`config.mk`:
```
export PLATFORM = sky130hd
export DESIGN_NAME = ipv4_text_address_parser
export DESIGN_NICKNAME = d
export VERILOG_FILES = /design/src/hw/rtl/ipv4p_pkg.sv /design/src/hw/rtl/ipv4p_scan.sv /design/src/hw/rtl/ipv4p_out_reg.sv /design/src/hw/rtl/ipv4_text_address_parser.sv
export SDC_FILE = /design/constraint.sdc
export NUM_CORES = 1
export LEC_CHECK = 0
export BUFFER_PORTS_ARGS = -buffer_cell sky130_fd_sc_hd__buf_2
export CORE_ASPECT_RATIO = 0.6
export CORE_MARGIN = 2
export CORE_UTILIZATION = 30
export DETAILED_ROUTE_END_ITERATION = 10
export SLEW_MARGIN = 20
export SYNTH_ARGS = -nofsm -noshare
export SYNTH_HDL_FRONTEND = slang
export SYNTH_HIERARCHICAL = 1
export SYNTH_SLANG_ARGS = --single-unit
```
`constraint.sdc`:
```
create_clock -name clk -period 4.1 [get_ports clk]
set_clock_uncertainty 0.15 [all_clocks]
set_input_delay 0.41 -clock clk [delete_from_list [all_inputs] [get_ports clk]]
set_output_delay 0.41 -clock clk [all_outputs]
set_load 0.05 [all_outputs]
```
`src/hw/rtl/ipv4p_pkg.sv`:
```
// shared types and constants for the dotted-decimal ipv4 address parser
`default_nettype none

package ipv4p_pkg;

  // character codes
  localparam logic [7:0] CHAR_ZERO = 8'h30;
  localparam logic [7:0] CHAR_NINE = 8'h39;
  localparam logic [7:0] CHAR_DOT  = 8'h2E;

  // length, dot and octet limits
  localparam logic [4:0] MIN_LEN     = 5'd7;
  localparam logic [4:0] MAX_LEN     = 5'd15;
  localparam logic [4:0] COUNT_SAT   = 5'd16;
  localparam logic [2:0] DOTS_NEEDED = 3'd3;
  localparam logic [2:0] DOT_SAT     = 3'd4;
  localparam logic [8:0] OCTET_SAT   = 9'd256;

  // width of the packed result on the master side
  localparam int unsigned OUT_DATA_W = 40;

  // error codes in priority order
  typedef enum logic [2:0] {
    ERR_NONE        = 3'd0,
    ERR_LENGTH      = 3'd1,
    ERR_CHARACTER   = 3'd2,
    ERR_DOT_COUNT   = 3'd3,
    ERR_EMPTY_OCTET = 3'd4,
    ERR_BIG_OCTET   = 3'd5
  } err_t;

  // one parsed address
  typedef struct packed {
    err_t        error_code;
    logic [31:0] address;
  } result_t;

endpackage : ipv4p_pkg

`default_nettype wire

```
`src/hw/rtl/ipv4p_scan.sv`:
```
// input register, per-character parse state and result generation
`default_nettype none

module ipv4p_scan (
  input  wire logic              clk,
  input  wire logic              rst,
  input  wire logic              s_tvalid,
  output logic                   s_tready,
  input  wire logic [7:0]        s_tdata,   // [7:0] character
  input  wire logic              s_tlast,   // final character of the text
  input  wire logic              out_free,  // result register can load
  output logic                   res_valid,
  output ipv4p_pkg::result_t     res
);

  // input register
  logic       in_valid;
  logic [7:0] in_char;
  logic       in_last;
  logic       advance;

  // parse state
  logic [8:0]  octet_value, octet_value_next;
  logic        octet_has_digit, octet_has_digit_next;
  logic [2:0]  dot_count, dot_count_next;
  logic [4:0]  char_count, char_count_next;
  logic [31:0] address_shift, address_shift_next;
  logic        bad_char_seen, bad_char_seen_next;
  logic        empty_octet_seen, empty_octet_seen_next;
  logic        big_octet_seen, big_octet_seen_next;

  // values after this character, before closing the text
  logic [8:0]  oct_a;
  logic        has_a;
  logic [2:0]  dots_a;
  logic [4:0]  cnt_a;
  logic [31:0] shift_a;
  logic        bad_a, empty_a, big_a;
  logic [31:0] shift_f;
  logic        empty_f, big_f;
  logic        is_digit, is_dot;
  logic [3:0]  digit;
  logic [11:0] prod;
  ipv4p_pkg::err_t code;

  // a non-final character produces nothing, so it never waits on the output
  assign advance  = in_valid && (!in_last || out_free);
  assign s_tready = !in_valid || advance;

  always_ff @(posedge clk) begin
    if (rst) begin
      in_valid <= 1'b0;
    end else if (s_tready) begin
      in_valid <= s_tvalid;
    end
    if (s_tready && s_tvalid) begin
      in_char <= s_tdata;
      in_last <= s_tlast;
    end
  end

  // character decode and state update
  always_comb begin
    is_digit = (in_char >= ipv4p_pkg::CHAR_ZERO) && (in_char <= ipv4p_pkg::CHAR_NINE);
    is_dot   = (in_char == ipv4p_pkg::CHAR_DOT);
    digit    = 4'(in_char - ipv4p_pkg::CHAR_ZERO);
    prod     = ({3'b000, octet_value} << 3) + ({3'b000, octet_value} << 1)
             + {8'h00, digit};

    cnt_a   = (char_count < ipv4p_pkg::COUNT_SAT) ? char_count + 5'd1 : char_count;
    oct_a   = octet_value;
    has_a   = octet_has_digit;
    dots_a  = dot_count;
    shift_a = address_shift;
    bad_a   = bad_char_seen;
    empty_a = empty_octet_seen;
    big_a   = big_octet_seen;

    if (is_digit) begin
      oct_a = (prod >= 12'(ipv4p_pkg::OCTET_SAT)) ? ipv4p_pkg::OCTET_SAT : prod[8:0];
      has_a = 1'b1;
    end else if (is_dot) begin
      dots_a  = (dot_count < ipv4p_pkg::DOT_SAT) ? dot_count + 3'd1 : dot_count;
      empty_a = empty_octet_seen | !octet_has_digit;
      big_a   = big_octet_seen | octet_value[8];
      shift_a = {address_shift[23:0], octet_value[7:0]};
      oct_a   = 9'd0;
      has_a   = 1'b0;
    end else begin
      bad_a = 1'b1;
    end

    // close the last octet of the text
    empty_f = empty_a | !has_a;
    big_f   = big_a | oct_a[8];
    shift_f = {shift_a[23:0], oct_a[7:0]};

    // error selection, lowest code wins
    if (cnt_a < ipv4p_pkg::MIN_LEN || cnt_a > ipv4p_pkg::MAX_LEN) begin
      code = ipv4p_pkg::ERR_LENGTH;
    end else if (bad_a) begin
      code = ipv4p_pkg::ERR_CHARACTER;
    end else if (dots_a != ipv4p_pkg::DOTS_NEEDED) begin
      code = ipv4p_pkg::ERR_DOT_COUNT;
    end else if (empty_f) begin
      code = ipv4p_pkg::ERR_EMPTY_OCTET;
    end else if (big_f) begin
      code = ipv4p_pkg::ERR_BIG_OCTET;
    end else begin
      code = ipv4p_pkg::ERR_NONE;
    end

    res.error_code = code;
    res.address    = (code == ipv4p_pkg::ERR_NONE) ? shift_f : 32'd0;
    res_valid      = advance && in_last;

    // next state: hold, step, or clear after the final character
    octet_value_next      = octet_value;
    octet_has_digit_next  = octet_has_digit;
    dot_count_next        = dot_count;
    char_count_next       = char_count;
    address_shift_next    = address_shift;
    bad_char_seen_next    = bad_char_seen;
    empty_octet_seen_next = empty_octet_seen;
    big_octet_seen_next   = big_octet_seen;
    if (advance) begin
      if (in_last) begin
        octet_value_next      = 9'd0;
        octet_has_digit_next  = 1'b0;
        dot_count_next        = 3'd0;
        char_count_next       = 5'd0;
        address_shift_next    = 32'd0;
        bad_char_seen_next    = 1'b0;
        empty_octet_seen_next = 1'b0;
        big_octet_seen_next   = 1'b0;
      end else begin
        octet_value_next      = oct_a;
        octet_has_digit_next  = has_a;
        dot_count_next        = dots_a;
        char_count_next       = cnt_a;
        address_shift_next    = shift_a;
        bad_char_seen_next    = bad_a;
        empty_octet_seen_next = empty_a;
        big_octet_seen_next   = big_a;
      end
    end
  end

  // parse state registers
  always_ff @(posedge clk) begin
    if (rst) begin
      octet_value      <= 9'd0;
      octet_has_digit  <= 1'b0;
      dot_count        <= 3'd0;
      char_count       <= 5'd0;
      address_shift    <= 32'd0;
      bad_char_seen    <= 1'b0;
      empty_octet_seen <= 1'b0;
      big_octet_seen   <= 1'b0;
    end else begin
      octet_value      <= octet_value_next;
      octet_has_digit  <= octet_has_digit_next;
      dot_count        <= dot_count_next;
      char_count       <= char_count_next;
      address_shift    <= address_shift_next;
      bad_char_seen    <= bad_char_seen_next;
      empty_octet_seen <= empty_octet_seen_next;
      big_octet_seen   <= big_octet_seen_next;
    end
  end

endmodule : ipv4p_scan

`default_nettype wire

```
`src/hw/rtl/ipv4p_out_reg.sv`:
```
// result register on the master side
`default_nettype none

module ipv4p_out_reg (
  input  wire logic                                 clk,
  input  wire logic                                 rst,
  input  wire logic                                 res_valid,
  input  wire ipv4p_pkg::result_t                   res,
  output logic                                      out_free,
  output logic                                      m_tvalid,
  input  wire logic                                 m_tready,
  output logic [ipv4p_pkg::OUT_DATA_W-1:0]          m_tdata
);

  ipv4p_pkg::result_t res_q;

  // free when empty or the held transaction leaves this cycle
  assign out_free = !m_tvalid || m_tready;

  always_ff @(posedge clk) begin
    if (rst) begin
      m_tvalid <= 1'b0;
    end else if (out_free) begin
      m_tvalid <= res_valid;
    end
    if (out_free && res_valid) begin
      res_q <= res;
    end
  end

  // address in the low bits, error code above, zero fill to whole bytes
  assign m_tdata = {{(ipv4p_pkg::OUT_DATA_W - $bits(ipv4p_pkg::result_t)){1'b0}}, res_q};

endmodule : ipv4p_out_reg

`default_nettype wire

```
`src/hw/rtl/ipv4_text_address_parser.sv`:
```
// Dotted-decimal IPv4 address parser, top level.
// The slave channel carries the address text, one ASCII character per
// transaction in s_tdata[7:0], with s_tlast high on the final character.
// After the final character the master channel gives one transaction:
// m_tdata[31:0] is the address (first octet in bits 31:24, zero on error)
// and m_tdata[34:32] the error code (0 ok, 1 bad length, 2 bad character,
// 3 dot count not three, 4 empty octet, 5 octet over 255); upper bits zero.
// Characters without s_tlast produce no output transaction.
// Throughput is one character per cycle, except that a final character waits
// while the output register is full. A character passes an input register
// and combinational parse logic; the result of a final character is then
// loaded into the output register, which drives m_tvalid.
// Reset (rst, synchronous, active high) clears the parse state and empties
// both registers. When the receiver holds m_tready low the result stays in
// the output register; non-final characters keep flowing, and a final
// character waits in the input register with s_tready low until the
// output register frees.
`default_nettype none

module ipv4_text_address_parser (
  input  wire logic                                 clk,
  input  wire logic                                 rst,
  input  wire logic                                 s_tvalid,
  output logic                                      s_tready,
  input  wire logic [7:0]                           s_tdata,  // [7:0] character
  input  wire logic                                 s_tlast,
  output logic                                      m_tvalid,
  input  wire logic                                 m_tready,
  // [31:0] address, [34:32] error_code, [39:35] zero
  output logic [ipv4p_pkg::OUT_DATA_W-1:0]          m_tdata
);

  logic               out_free;
  logic               res_valid;
  ipv4p_pkg::result_t res;

  // parse stage
  ipv4p_scan u_scan (
    .clk       (clk),
    .rst       (rst),
    .s_tvalid  (s_tvalid),
    .s_tready  (s_tready),
    .s_tdata   (s_tdata),
    .s_tlast   (s_tlast),
    .out_free  (out_free),
    .res_valid (res_valid),
    .res       (res)
  );

  // output register
  ipv4p_out_reg u_out (
    .clk       (clk),
    .rst       (rst),
    .res_valid (res_valid),
    .res       (res),
    .out_free  (out_free),
    .m_tvalid  (m_tvalid),
    .m_tready  (m_tready),
    .m_tdata   (m_tdata)
  );

endmodule : ipv4_text_address_parser

`default_nettype wire
```
==> results.py <==
metrics = {
    "sta": {
        "max_freq_mhz": 286.2,
        "drv_slew": 0,
        "rsz0062_at_grt": "no",
        "setup_viol": 0,
        "maxSlewHeadroom_pct": 49.93,
        "hold_viol": 0,
        "setup_tns_ns": 0,
        "layout_setup_ws_ns": 0.6058,
        "tightest_slew_ns": 0.7510,
        "period_minus_slack_ns": 3.494,
        "min_period_over_period_pct": 85.22,
    },
    "global_route": {
        "grtUsageTotal_pct": 13.89,
        "antenna_found_initial": 0,
        "grt_pass1_vias": 3275,
        "grt_max_degree": 41,
        "grt_pass1_wl_mm": 17.80,
        "overflow": 0,
    },
    "die": {
        "die_area_um2": 16690,
        "start_util_pct": 30.60,
        "pin_count": 55,
        "core_um2": 15330,
        "dieWidth_um": 165.4,
        "rows": 35,
        "die_h_um": 100.9,
    },
    "worst_setup_path": {
        "critPathMaxFanout": 32,
        "rrSetupSlack_ns": 0.61,
        "regToRegStartpoint": "u_scan/in_char[3]",
        "reg2reg_to": "u_out/m_tdata[12]",
        "reg2reg_depth": 10,
        "crit_type": "register to register",
        "worstPathArrival_ns": 3.51,
        "cp-start-kind": "register",
        "required_ns": 4.12,
        "worstSetupEndpointType": "register",
    },
    "clock_tree": {
        "htreeDepth": 3,
        "cts_hold_buffers": 0,
        "tritoncts": "done",
        "clock_latency_ns": 0.34,
        "clock_path_buffers": 2,
        "clk_pin_slew_ns": 0.07,
        "cts_made_buffers": 9,
        "root_buffer": "clkbuf_16",
        "cts_num_sinks": 91,
        "post_cts_resized": 0,
        "cts_setup_buffers": 0,
    },
    "synth": {
        "yosysTopAreaCellShare_pct": 28.17,
        "synth_warnings": 6,
        "synth.most_common_cell": "nor2_1",
        "synth_compound_area_share_pct": 15.84,
        "synthArstFlopShare_pct": 0,
        "syn_area_um2": 4691,
        "syn_avg_cell_area_um2": 10.83,
        "synth_cells": 433,
        "synthFlopType": "dfxtp_1",
        "synth_largest_area_cell": "edfxtp_1",
        "synthMuxAreaShare_pct": 5.548,
        "synth_area_leaders": "edfxtp_1, dfxtp_1, nor3_2",
        "synth_fa_ha_area_share_pct": 5.922,
        "synth_xor_area_share_pct": 1.280,
        "synth_edf_count": 44,
        "synth_top_family_by_area": "simple AND/OR/NAND/NOR gates",
        "seq_area_frac_synth_pct": 48.23,
        "synth_seq_cells": 91,
        "yosys-top-cells-count": "nor2_1, dfxtp_1, edfxtp_1",
        "ys_types": 63,
        "synth-simple-area-share_pct": 19.21,
    },
    "placed_design": {
        "place_congestion": 0.8357,
        "place_hpwl_mm": 7.771,
        "port-buffer-count": 49,
        "pre_cts_ws_ns": 0.6573,
    },
    "routing": {
        "met2WireLength_mm": 4.103,
        "antenna_left": 0,
        "wl_per_cell_um": 15.84,
        "wl_met3_um": 945,
        "routed_via_density": 5.055,
        "vias": 3463,
        "wl_mm": 10.85,
        "drtPass1Iterations": 4,
        "m1WireLength_mm": 5.722,
        "drc": 0,
        "highest_layer": "met4",
        "drt_iter0_drc": 277,
    },
    "layout": {
        "fillers": 1572,
        "syn2layout_area_growth_pct": 15.74,
        "layout-drive-gt1-share_pct": 24.07,
        "utilization_pct": 35.42,
        "diodes": 0,
        "final_nets": 511,
    },
    "worst_hold_path": {
        "hold_start": "s_tdata[2]",
        "holdPathStages": 1,
        "holdPathEnd": "u_scan/in_char[2]",
        "hp-class": "input pin to register",
    },
    "power": {
        "leakagePower_nw": 1.957,
        "pwr_density_cell_nw_per_um2": 351.6,
        "ir_drop_mv": 0.1723,
    },
    "outcome": {
        "status": "finished clean",
    },
    "run": {
        "cap_violations": 0,
    },
}
-- sequential cells by signal, indices dropped and copies added, names as in the netlist --
signal                   flops
u_out/m_tdata               35
u_scan/address_shift        24
u_scan/octet_value           9
u_scan/in_char               8
u_scan/char_count            5
u_scan/dot_count             3
u_out/m_tvalid               1
u_scan/bad_char_seen         1
u_scan/big_octet_seen        1
u_scan/empty_octet_seen      1
u_scan/in_last               1
u_scan/in_valid              1
u_scan/octet_has_digit       1
-- layout by cell type, fill, tap and decap left out, drive strengths merged, types with 6 or more instances in the layout --
master,n
ha,19
nand2b,6
dfxtp,47
a21oi,28
edfxtp,44
nor2b,11
nand2,19
clkbuf,10
nor3,32
a22oi,25
nor2,52
nand3,11
inv,10
o21ai,9
mux2i,26
buf,56
-- area by class of cell --
type / instances / area [um2] / area share [%]
tap: 203 / 254.0 / 4.679
timing repair buffer: 56 / 297.8 / 5.485
clock buffer: 10 / 229.0 / 4.218
multi-input combinational: 311 / 2282 / 42.04
sequential: 91 / 2262 / 41.67
inverter: 8 / 30.03 / 0.5531
clock inverter: 6 / 73.82 / 1.360
-- routing by layer --
metal / vias up / global-route usage (%)
met5: - / 0
met2: 106 / 18.72
met1: 1657 / 21.07
met4: 0 / 3.183
met3: 9 / 4.689
li1: 1691 / -
-- how the worst max path moves through the flow --
| stage | from | endpoint | slack [ns] | depth (start not counted) |
|---|---|---|---|---|
| after floorplan | u_scan/octet_value[2] | u_out/m_tdata[22] | 1.14 | 9 |
| after global placement | u_scan/octet_value[2] | u_out/m_tdata[0] | 0.77 | 9 |
| after detailed placement | u_scan/in_char[3] | u_out/m_tdata[12] | 0.66 | 10 |
| after CTS | u_scan/in_char[3] | u_out/m_tdata[12] | 0.63 | 10 |
| after global routing | u_scan/in_char[3] | u_out/m_tdata[31] | 0.36 | 10 |
| final | u_scan/in_char[3] | u_out/m_tdata[12] | 0.61 | 10 |
-- power by group --
part / internal [W] / leakage [nW] / switching (W)
sequential: 0.000961 / 0.831 / 0.0000115
clock: 0.000480 / 0.141 / 0.000361
combinational: 0.0000224 / 0.985 / 0.0000728
total: 0.00146 / 1.96 / 0.000445
-- per-stage QoR --
step | cell area (um2) | std cells | total power, W | hold WS, ns
final | 5429 | 685 | 0.001909 | 0.08506
after global routing | 5429 | 685 | 0.001974 | 0.07375
after CTS | 5429 | 685 | 0.001932 | 0.07305
after detailed placement | 5126 | 669 | 0.001087 | 0.3073
after global placement | 5126 | 669 | 0.001085 | 0.2910
after floorplan | 4706 | 437 | 0.001064 | 0.2780
-- cell families after synthesis --
| kind of cell | Yosys count |
|---|---|
| buf+inv | 35 |
| simple gates | 150 |
| compound gates | 103 |
| other cells | 1 |
| mux | 26 |
| flops | 91 |
| xor+xnor | 6 |
| fa+ha+maj | 21 |
-- worst max-delay path, stage by stage (launching register included) --
cell and delay, ns:
edfxtp_1 0.48, fa_1 0.54, inv_1 0.06, fa_1 0.46
nor2b_1 0.22, o211ai_1 0.13, a211oi_2 0.34, o2111a_2 0.31
a21boi_4 0.06, buf_4 0.29, nor3_2 0.26
Note: power is estimated with default switching activity, not from simulation.
